## src/hw/rtl/sdlc_pkg.sv

```systemverilog
// Shared types and constants for the spatial duty LED chase block.
// No dependencies; imported by sdlc_ctrl, sdlc_dp and the core top level.
`timescale 1ns / 1ps

package sdlc_pkg;

	localparam int MAX_LEDS = 64;
	localparam int IDX_W    = $clog2(MAX_LEDS);
	localparam int LEN_W    = IDX_W + 1;

	// Register indexes (byte address = 4 * index).
	localparam logic [2:0] REG_COLOR_VALID = 3'd0;
	localparam logic [2:0] REG_COLOR_RED   = 3'd1;
	localparam logic [2:0] REG_COLOR_GREEN = 3'd2;
	localparam logic [2:0] REG_COLOR_BLUE  = 3'd3;
	localparam logic [2:0] REG_COLOR_WHITE = 3'd4;
	localparam logic [2:0] REG_BRIGHTNESS  = 3'd5;
	localparam logic [2:0] REG_SPEED       = 3'd6;
	localparam logic [2:0] REG_STRIP_LEN   = 3'd7;

	localparam logic [6:0] PCT_FULL = 7'd100;

	// Chase interval: MAX - (MAX - MIN) * speed / 100, exact per percent step.
	localparam int INTERVAL_MAX_US  = 200000;
	localparam int INTERVAL_MIN_US  = 10000;
	localparam int INTERVAL_STEP_US = (INTERVAL_MAX_US - INTERVAL_MIN_US) / 100;
	localparam int INTERVAL_W       = 18;

	// x / 100 == (x * 1311) >> 17 for every x = length * pct with
	// length <= 64 and pct <= 99.
	localparam int           DIV100_SHIFT = 17;
	localparam logic [10:0]  DIV100_MUL   = 11'd1311;

	typedef struct packed {
		logic       color_valid;
		logic [7:0] red;
		logic [7:0] green;
		logic [7:0] blue;
		logic [7:0] white;
		logic [6:0] brightness;
		logic [6:0] speed;
		logic [6:0] strip_length;
	} cfg_t;

	typedef struct packed {
		logic load;
		logic calc;
		logic fill_start;
		logic mod_step;
		logic adv_start;
		logic emit_step;
	} cmd_t;

	typedef struct packed {
		logic skip;
		logic fill;
		logic mod_done;
		logic out_free;
		logic last_pix;
	} sts_t;

endpackage

```

## src/hw/rtl/sdlc_ctrl.sv

```systemverilog
// Sequencer for one frame tick: setup, offset reduction, advance, pixel emit.
// Depends on sdlc_pkg.
`timescale 1ns / 1ps

module sdlc_ctrl (
	input  logic          clk,
	input  logic          arst_n,
	input  logic          s_tvalid,
	output logic          s_tready,
	input  sdlc_pkg::sts_t sts,
	output sdlc_pkg::cmd_t cmd
);
	import sdlc_pkg::*;

	typedef enum logic [2:0] {
		ST_IDLE,
		ST_CALC,
		ST_CLASS,
		ST_MOD,
		ST_ADV,
		ST_EMIT
	} state_t;

	state_t state_q;

	always_ff @(posedge clk or negedge arst_n) begin
		if (!arst_n) begin
			state_q <= ST_IDLE;
		end else begin
			unique case (state_q)
				ST_IDLE: begin
					if (s_tvalid) state_q <= ST_CALC;
				end
				ST_CALC: state_q <= ST_CLASS;
				ST_CLASS: begin
					if (sts.skip) state_q <= ST_IDLE;
					else if (sts.fill) state_q <= ST_EMIT;
					else state_q <= ST_MOD;
				end
				ST_MOD: begin
					if (sts.mod_done) state_q <= ST_ADV;
				end
				ST_ADV: state_q <= ST_EMIT;
				ST_EMIT: begin
					if (sts.out_free && sts.last_pix) state_q <= ST_IDLE;
				end
				default: state_q <= ST_IDLE;
			endcase
		end
	end

	assign s_tready = (state_q == ST_IDLE);

	always_comb begin
		cmd            = '0;
		cmd.load       = (state_q == ST_IDLE) && s_tvalid;
		cmd.calc       = (state_q == ST_CALC);
		cmd.fill_start = (state_q == ST_CLASS) && !sts.skip && sts.fill;
		cmd.mod_step   = (state_q == ST_MOD) && !sts.mod_done;
		cmd.adv_start  = (state_q == ST_ADV);
		cmd.emit_step  = (state_q == ST_EMIT) && sts.out_free;
	end

	property p_emit_only_from_setup;
		@(posedge clk) disable iff (!arst_n)
		$rose(state_q == ST_EMIT) |-> ($past(state_q) == ST_ADV || $past(state_q) == ST_CLASS);
	endproperty
	a_emit_only_from_setup: assert property (p_emit_only_from_setup)
		else $error("emit entered without setup");

	property p_one_cmd;
		@(posedge clk) disable iff (!arst_n)
		$onehot0(cmd);
	endproperty
	a_one_cmd: assert property (p_one_cmd) else $error("more than one command active");

	property p_no_accept_busy;
		@(posedge clk) disable iff (!arst_n)
		cmd.load |=> !s_tready;
	endproperty
	a_no_accept_busy: assert property (p_no_accept_busy)
		else $error("tick accepted while busy");

endmodule

```

## src/hw/rtl/sdlc_dp.sv

```systemverilog
// Datapath: tick setup arithmetic, chase state, Bresenham spacing and the
// output register. Depends on sdlc_pkg; driven by sdlc_ctrl.
`timescale 1ns / 1ps

module sdlc_dp (
	input  logic                 clk,
	input  logic                 arst_n,
	input  sdlc_pkg::cfg_t       cfg,
	input  sdlc_pkg::cmd_t       cmd,
	output sdlc_pkg::sts_t       sts,
	input  logic [63:0]          now_us,
	output logic                 out_valid,
	input  logic                 out_ready,
	output logic [sdlc_pkg::IDX_W-1:0] pixel_index,
	output logic [7:0]           pixel_red,
	output logic [7:0]           pixel_green,
	output logic [7:0]           pixel_blue,
	output logic [7:0]           pixel_white,
	output logic                 last_pixel
);
	import sdlc_pkg::*;

	// control state
	logic [IDX_W-1:0] chase_q;
	logic [63:0]      last_adv_q;
	logic             advanced_q;
	logic             out_valid_q;

	// per-tick payload
	logic [63:0]           now_q;
	logic [63:0]           diff_q;
	logic [LEN_W-1:0]      total_q;
	logic [12:0]           prod_q;
	logic [LEN_W-1:0]      on_q;
	logic [INTERVAL_W-1:0] interval_q;
	logic [IDX_W-1:0]      off_q;
	logic [IDX_W-1:0]      pos_q;
	logic [LEN_W-1:0]      acc_q;
	logic [LEN_W-1:0]      cnt_q;
	logic                  fill_q;
	logic                  fill_lit_q;

	logic [LEN_W-1:0]  total_d;
	logic [23:0]       div_prod;
	logic [LEN_W:0]    sum;
	logic              lit;
	logic              go;
	logic              far;
	logic [LEN_W-1:0]  off_inc;
	logic [IDX_W-1:0]  new_off;
	logic [LEN_W-1:0]  pos_inc;
	logic              fill_dark;
	logic              fill_full;

	assign total_d = (cfg.strip_length > LEN_W'(MAX_LEDS)) ? LEN_W'(MAX_LEDS) : cfg.strip_length;
	assign div_prod = {11'd0, prod_q} * {13'd0, DIV100_MUL};

	// Spaced-case chase decision.
	assign far = (diff_q[63:INTERVAL_W] != '0) || (diff_q[INTERVAL_W-1:0] >= interval_q);
	assign go  = (cfg.speed != '0) && ((cfg.speed >= PCT_FULL) || !advanced_q || far);

	assign off_inc = {1'b0, off_q} + LEN_W'(1);
	assign new_off = (off_inc == total_q) ? '0 : off_inc[IDX_W-1:0];

	assign fill_dark = (cfg.brightness == '0);
	assign fill_full = (cfg.brightness >= PCT_FULL);

	assign sum     = {1'b0, acc_q} + {1'b0, on_q};
	assign lit     = fill_q ? fill_lit_q : (sum >= {1'b0, total_q});
	assign pos_inc = {1'b0, pos_q} + LEN_W'(1);

	assign sts.skip     = !cfg.color_valid || (total_q == '0);
	assign sts.fill     = fill_dark || fill_full || (on_q == '0) || (on_q >= total_q);
	assign sts.mod_done = ({1'b0, off_q} < total_q);
	assign sts.out_free = !out_valid_q || out_ready;
	assign sts.last_pix = ((cnt_q + LEN_W'(1)) == total_q);

	always_ff @(posedge clk or negedge arst_n) begin
		if (!arst_n) begin
			chase_q     <= '0;
			last_adv_q  <= '0;
			advanced_q  <= 1'b0;
			out_valid_q <= 1'b0;
		end else begin
			if (cmd.adv_start && go) begin
				chase_q    <= new_off;
				last_adv_q <= now_q;
				advanced_q <= 1'b1;
			end
			if (cmd.emit_step) out_valid_q <= 1'b1;
			else if (out_ready) out_valid_q <= 1'b0;
		end
	end

	always_ff @(posedge clk) begin
		if (cmd.load) begin
			now_q   <= now_us;
			diff_q  <= now_us - last_adv_q;
			total_q <= total_d;
			prod_q  <= 13'(total_d) * 13'(cfg.brightness);
		end
		if (cmd.calc) begin
			on_q       <= div_prod[DIV100_SHIFT +: LEN_W];
			interval_q <= INTERVAL_W'(INTERVAL_MAX_US) -
				INTERVAL_W'(cfg.speed * INTERVAL_W'(INTERVAL_STEP_US));
			off_q      <= chase_q;
		end
		if (cmd.fill_start) begin
			fill_q     <= 1'b1;
			fill_lit_q <= !fill_dark && (fill_full || (on_q != '0));
			pos_q      <= '0;
			cnt_q      <= '0;
			acc_q      <= '0;
		end
		if (cmd.mod_step) begin
			off_q <= off_q - total_q[IDX_W-1:0];
		end
		if (cmd.adv_start) begin
			fill_q <= 1'b0;
			pos_q  <= go ? new_off : off_q;
			cnt_q  <= '0;
			acc_q  <= '0;
		end
		if (cmd.emit_step) begin
			pixel_index <= pos_q;
			pixel_red   <= lit ? cfg.red   : 8'd0;
			pixel_green <= lit ? cfg.green : 8'd0;
			pixel_blue  <= lit ? cfg.blue  : 8'd0;
			pixel_white <= lit ? cfg.white : 8'd0;
			last_pixel  <= sts.last_pix;
			acc_q       <= (!fill_q && lit) ? LEN_W'(sum - {1'b0, total_q}) : sum[LEN_W-1:0];
			pos_q       <= (pos_inc == total_q) ? '0 : pos_inc[IDX_W-1:0];
			cnt_q       <= cnt_q + LEN_W'(1);
		end
	end

	assign out_valid = out_valid_q;

	property p_pos_in_range;
		@(posedge clk) disable iff (!arst_n)
		cmd.emit_step |-> ({1'b0, pos_q} < total_q);
	endproperty
	a_pos_in_range: assert property (p_pos_in_range) else $error("pixel index past strip");

	property p_acc_in_range;
		@(posedge clk) disable iff (!arst_n)
		(cmd.emit_step && !fill_q) |-> (acc_q < total_q);
	endproperty
	a_acc_in_range: assert property (p_acc_in_range) else $error("spacing accumulator overflow");

	property p_count_done;
		@(posedge clk) disable iff (!arst_n)
		(cmd.emit_step && sts.last_pix) |=> (cnt_q == total_q);
	endproperty
	a_count_done: assert property (p_count_done) else $error("pixel count mismatch");

endmodule

```

## src/hw/rtl/spatial_duty_led_chase_core.sv

```systemverilog
// A tick is taken in IDLE; the first pixel transfer is offered after CALC and
// CLASS for a full/dark fill, and after CALC, CLASS, MOD and ADV in the
// spaced case, where MOD makes r (0..31) subtractions reducing a stale
// chase offset mod length.
// Throughput: one pixel per cycle while the sink is ready; no new tick is
// taken until its last pixel is emitted; a tick that draws nothing ends in CLASS.
// Reset (arst_n low): config to defaults, chase offset and timer to zero.
`timescale 1ns / 1ps

module spatial_duty_led_chase_core (
	input  logic        clk,
	input  logic        arst_n,
	// input tick stream
	input  logic        s_tvalid,
	output logic        s_tready,
	input  logic [63:0] s_tdata,   // [63:0] now_us
	// pixel write stream
	output logic        m_tvalid,
	input  logic        m_tready,
	output logic [39:0] m_tdata,   // [5:0] pixel_index, [13:6] pixel_red,
	                               // [21:14] pixel_green, [29:22] pixel_blue,
	                               // [37:30] pixel_white, [39:38] zero
	output logic        m_tlast,   // last_pixel
	// register port
	input  logic        psel,
	input  logic        penable,
	input  logic        pwrite,
	input  logic [4:0]  paddr,
	input  logic [31:0] pwdata,
	output logic [31:0] prdata,
	output logic        pready
);
	import sdlc_pkg::*;

	cfg_t cfg_q;
	cmd_t cmd;
	sts_t sts;

	logic             reg_wr;
	logic [2:0]       reg_idx;
	logic [IDX_W-1:0] pixel_index;
	logic [7:0]       pixel_red;
	logic [7:0]       pixel_green;
	logic [7:0]       pixel_blue;
	logic [7:0]       pixel_white;

	// ------------------------------------------------------------------
	// Register file. Zero wait states; writes land in the access phase.
	// ------------------------------------------------------------------
	assign pready  = 1'b1;
	assign reg_wr  = psel && penable && pwrite && pready;
	assign reg_idx = paddr[4:2];

	always_ff @(posedge clk or negedge arst_n) begin
		if (!arst_n) begin
			cfg_q.color_valid  <= 1'b0;
			cfg_q.red          <= '0;
			cfg_q.green        <= '0;
			cfg_q.blue         <= '0;
			cfg_q.white        <= '0;
			cfg_q.brightness   <= PCT_FULL;
			cfg_q.speed        <= '0;
			cfg_q.strip_length <= 7'(MAX_LEDS);
		end else if (reg_wr) begin
			unique case (reg_idx)
				REG_COLOR_VALID: cfg_q.color_valid  <= pwdata[0];
				REG_COLOR_RED:   cfg_q.red          <= pwdata[7:0];
				REG_COLOR_GREEN: cfg_q.green        <= pwdata[7:0];
				REG_COLOR_BLUE:  cfg_q.blue         <= pwdata[7:0];
				REG_COLOR_WHITE: cfg_q.white        <= pwdata[7:0];
				REG_BRIGHTNESS:  cfg_q.brightness   <= pwdata[6:0];
				REG_SPEED:       cfg_q.speed        <= pwdata[6:0];
				REG_STRIP_LEN:   cfg_q.strip_length <= pwdata[6:0];
				default: ;
			endcase
		end
	end

	always_comb begin
		unique case (reg_idx)
			REG_COLOR_VALID: prdata = {31'd0, cfg_q.color_valid};
			REG_COLOR_RED:   prdata = {24'd0, cfg_q.red};
			REG_COLOR_GREEN: prdata = {24'd0, cfg_q.green};
			REG_COLOR_BLUE:  prdata = {24'd0, cfg_q.blue};
			REG_COLOR_WHITE: prdata = {24'd0, cfg_q.white};
			REG_BRIGHTNESS:  prdata = {25'd0, cfg_q.brightness};
			REG_SPEED:       prdata = {25'd0, cfg_q.speed};
			REG_STRIP_LEN:   prdata = {25'd0, cfg_q.strip_length};
			default:         prdata = 32'd0;
		endcase
	end

	// ------------------------------------------------------------------
	// Controller: walks setup, offset reduction, advance, then one pixel
	// transfer per free output slot; a fill skips reduction and advance.
	// ------------------------------------------------------------------
	sdlc_ctrl u_ctrl (
		.clk      (clk),
		.arst_n   (arst_n),
		.s_tvalid (s_tvalid),
		.s_tready (s_tready),
		.sts      (sts),
		.cmd      (cmd)
	);

	// ------------------------------------------------------------------
	// Datapath: on-count via reciprocal multiply, chase timer compare,
	// Bresenham accumulator and the output register stage.
	// ------------------------------------------------------------------
	sdlc_dp u_dp (
		.clk         (clk),
		.arst_n      (arst_n),
		.cfg         (cfg_q),
		.cmd         (cmd),
		.sts         (sts),
		.now_us      (s_tdata),
		.out_valid   (m_tvalid),
		.out_ready   (m_tready),
		.pixel_index (pixel_index),
		.pixel_red   (pixel_red),
		.pixel_green (pixel_green),
		.pixel_blue  (pixel_blue),
		.pixel_white (pixel_white),
		.last_pixel  (m_tlast)
	);

	assign m_tdata = {2'b00, pixel_white, pixel_blue, pixel_green, pixel_red, pixel_index};

endmodule
```

## config.mk

```make
export PLATFORM = sky130hd
export DESIGN_NAME = spatial_duty_led_chase_core
export DESIGN_NICKNAME = d
export VERILOG_FILES = /design/src/hw/rtl/sdlc_pkg.sv /design/src/hw/rtl/sdlc_ctrl.sv /design/src/hw/rtl/sdlc_dp.sv /design/src/hw/rtl/spatial_duty_led_chase_core.sv
export SDC_FILE = /design/constraint.sdc
export NUM_CORES = 1
export LEC_CHECK = 0
export BUFFER_PORTS_ARGS = -buffer_cell sky130_fd_sc_hd__buf_2
export CAP_MARGIN = 40
export CORE_UTILIZATION = 50
export DETAILED_ROUTE_END_ITERATION = 16
export GPL_TIMING_DRIVEN = 0
export HOLD_SLACK_MARGIN = 0.03
export PLACE_DENSITY = 0.68
export SLEW_MARGIN = 20
export SYNTH_ARGS = -nofsm -noshare
export SYNTH_HDL_FRONTEND = slang
export SYNTH_HIERARCHICAL = 1
export SYNTH_SLANG_ARGS = --single-unit
```

## constraint.sdc

```tcl
create_clock -name clk -period 8.9 [get_ports clk]
set_clock_uncertainty 0.05 [all_clocks]
set_input_delay 0 -clock clk [delete_from_list [all_inputs] [get_ports clk]]
set_output_delay 0 -clock clk [all_outputs]
set_load 0.02 [all_outputs]
```

==> impl_metrics.yaml <==
synth:
  seq_area_frac_synth_pct: 41.6
  synth_area_leaders: "edfxtp_1 (29%), ha_1 (14%), dfrtp_1 (13%)"
  yosysMostFrequentCell: "ha_1"
  ys_ff_latch: 367
  synth.distinct_cells: 93
  yosys_most_used_dff: "edfxtp_1"
  synth-edff-count: 237
  synthTopCellsByCount: "ha_1 (273), inv_1 (264), edfxtp_1 (237), dfrtp_1 (125), mux2_2 (118)"
  synthArstFlopShare_pct: 35.1
  ys_warn_count: 6
  synth_cells: 2201
  yosys.area.top_type: "edfxtp_1"
  avgSynthCellArea_um2: 11.3
  synth_top_cell_area_share_pct: 28.6
  synth_area_mm2: 0.0249
grt:
  grt_max_degree: 74
  grt_pass1_wl_um: 86300
  grt_pass1_vias: 17600
  grtUsageTotal_pct: 21.2
  antenna_found_initial: 2
  overflow: 0
cells_and_area:
  area.growth.synth_to_final_pct: 15.9
  layout-drive-gt1-share_pct: 15.9
  layout.nets: 2966
  n_fill_cell: 4071
  instances_no_fill: 3191
  multi_input_area_mm2: 0.0132
  design_area_mm2: 0.0289
  fin_util_pct: 58.9
  register_area_mm2: 0.0104
worst_setup_path:
  cp_common_cell: "inv_1"
  crit_end: "u_dp/on_q[6]"
  critPathLaunchType: "flip-flop"
  setup.worst_path.start: "u_dp/prod_q[6]"
  critPathMaxStageDelay_ns: 0.54
  rr_endpoint: "u_dp/on_q[6]"
  rrSetupSlack_ns: 3.40
  path_max_fanout: 5
  cp_cell_sequence: "inv_1 > fa_1 > inv_1 > ha_1 > inv_1 > fa_1 > inv_1 > fa_1 > inv_1 > fa_1 > inv_1 > ha_1 > a21o_1 > a21o_1 > a21o_1 > inv_1 > nand2_1 > o311ai_0 > nand3b_1 > a21o_1 > a21oi_1 > xnor2_1"
  endpoint_kind: "flip-flop"
  worst_path_max_delay_cell: "edfxtp_1"
  crit_required_ns: 9.16
  path_depth: 22
  crit_family: "adder cells"
  crit_type: "flip-flop to flip-flop"
  timing.rr.start: "u_dp/prod_q[6]"
  crit_arrival_ns: 5.76
  ff2ff_path_depth: 22
  path_buf_inv: 7
power_and_ir_drop:
  p_switching_mw: 4.84
  p_leak_nw: 13.0
  p_sw_share_pct: 41.8
  p_int_mw: 6.73
  p_clk_share_pct: 14.5
  irDropWorstVdd_uv: 228
  pwr-share-seq_pct: 26.6
  comb_power_share_pct: 58.9
  powerDensity_mw_per_mm2: 400
clocking:
  htree_levels: 2
  path_clk_slew_ns: 0.06
  clk_latency_ns: 0.56
  cts_buffers: 42
  post-cts-setup-buffers: 0
  cts_root_buffer: "clkbuf_16"
  clockBufferDepth: 3
  cts_tree: "yes"
  cts_resized: 0
  clock-sinks: 367
  hold_buffers: 86
die:
  start_util_pct: 50.8
  die_y_um: 225
  core_mm2: 0.0491
  fp-row-count: 81
  ioPinCount: 184
  die_w_um: 225
  dieArea_mm2: 0.0507
timing:
  finalCritPeriodShare_pct: 61.8
  drv_slew: 0
  rsz0062_at_grt: "false"
  setup-tns-final_ns: 0
  min_period_ns: 5.50
  setup_ws_ns: 3.40
  setup_viol: 0
  hold_viol_final: 0
  max-slew-margin-rel_pct: 43.2
  fmax_mhz: 182
  tightest_slew_ns: 0.841
detailed_routing:
  wl_per_cell_um: 16.4
  vias_per_cell: 5.34
  drcViolationCount: 0
  firstDrtPassIters: 5
  drtAntennaViolNets: 0
  vias: 17000
  drt_first_iter_violations: 815
  totalWireLength_um: 52300
place:
  dp_slack_ns: 3.39
  gp_congestion: 0.904
  portBuffers: 128
  placed_area_mm2: 0.0267
  dpl.hpwl_um: 39600
  placed_cells: 3027
worst_hold_path:
  hold_path_class: "primary input to flip-flop"
status:
  outcome: "completed"
run:
  maxCapViolCount: 0
-- worst min-delay path by stage --
stage	from	end	slack [ns]	cells past startpoint
2_1_floorplan	arst_n	cfg_q[0]	-0.35	0
3_3_place_gp	s_tdata[16]	u_dp/now_q[16]	0.16	1
3_5_place_dp	arst_n	u_dp/last_adv_q[55]	-0.1	1
4_1_cts	paddr[2]	cfg_q[32]	0.06	4
5_1_grt	paddr[3]	cfg_q[43]	0.1	5
6_report	paddr[2]	cfg_q[32]	0.09	4
-- area by class of cell --
type                       count  area share [%]
multi-input combinational   1513            45.8
sequential                   367            35.9
timing repair buffer         223            5.85
clock buffer                  56            4.00
inverter                     264            3.43
tap                          664            2.87
buffer                        82            1.52
clock inverter                21           0.641
antenna                        1         0.00866
-- worst register-to-register path, cell delays in order, from the launching register on --
cell and delay [ns]:
edfxtp_1 0.54, inv_1 0.19, fa_1 0.48, inv_1 0.07, ha_1 0.13, inv_1 0.05, fa_1 0.47, inv_1 0.05
fa_1 0.48, inv_1 0.06, fa_1 0.53, inv_1 0.04, ha_1 0.30, a21o_1 0.16, a21o_1 0.17, a21o_1 0.20
inv_1 0.06, nand2_1 0.04, o311ai_0 0.48, nand3b_1 0.20, a21o_1 0.24, a21oi_1 0.19, xnor2_1 0.08
-- state kept, by name (all words and copies together), names as in the netlist, 7 cells and up --
register and count:
u_dp/pixel_green 8, u_dp/total_q 7, u_dp/now_q 64, u_dp/cnt_q 7, u_dp/on_q 7, u_dp/diff_q 64, u_dp/last_adv_q 64, u_dp/pixel_red 8
u_dp/prod_q 13, u_dp/pixel_blue 8, u_dp/acc_q 7, u_dp/pixel_white 8, cfg_q 54, u_dp/interval_q 16
-- metrics by stage --
stage          hold WS, ns  total power, mW
3_5_place_dp       -0.0982             9.87
5_1_grt             0.0992             12.7
3_3_place_gp         0.158             9.61
6_report            0.0929             11.6
4_1_cts             0.0572             11.7
2_1_floorplan       -0.346             8.29
-- logic make-up (layout without fill, tap and decap cells) --
| kind of cell | count (synthesis) | in the layout | synth area share (%) |
|---|---|---|---|
| AOI/OAI and AO/OA | 376 | 376 | 9.92 |
| xor gates and xnor gates | 148 | 148 | 5.20 |
| adders and majority gates | 365 | 365 | 21.1 |
| buffers and inverters | 346 | 646 | 5.74 |
| DFF | 367 | 367 | 41.6 |
| muxes | 147 | 147 | 6.86 |
| other | 2 | 28 | 0.0301 |
| and+or+nand+nor | 450 | 450 | 9.56 |
-- layer usage --
metal | GRT usage [%] | wire length, um | part of all wire (%) | vias to the layer above
li1 | - | - | - | 8284
met1 | 26.7 | 22500 | 43 | 8317
met2 | 37.4 | 26500 | 51 | 329
met3 | 2.75 | 1880 | 3.6 | 113
met4 | 7.13 | 1390 | 2.7 | 2
met5 | 0 | 13 | 0.025 | -
-- power groups by stage --
stage	logic [mW]	clock network, mW	registers, mW
3_3_place_gp	6.47	0	3.14
2_1_floorplan	5.24	0	3.05
4_1_cts	6.87	1.73	3.08
5_1_grt	7.81	1.78	3.14
3_5_place_dp	6.76	0	3.11
6_report	6.82	1.68	3.08
-- cells in the final DEF, fill, tap and decap left out, drive strengths merged, types with 25 or more instances in the layout --
cell type      n
nand2        111
ha           273
inv          265
a21oi        118
nor2          80
o21ai         68
conb          27
a21o          44
nor2b         34
mux2         127
fa            92
xor2          52
nand4         25
xnor2         96
dlygate4sd3   85
dfrtp        125
clkbuf        96
edfxtp       237
and2          71
nor3          27
buf          180
Power figures use the tool's default switching activity.
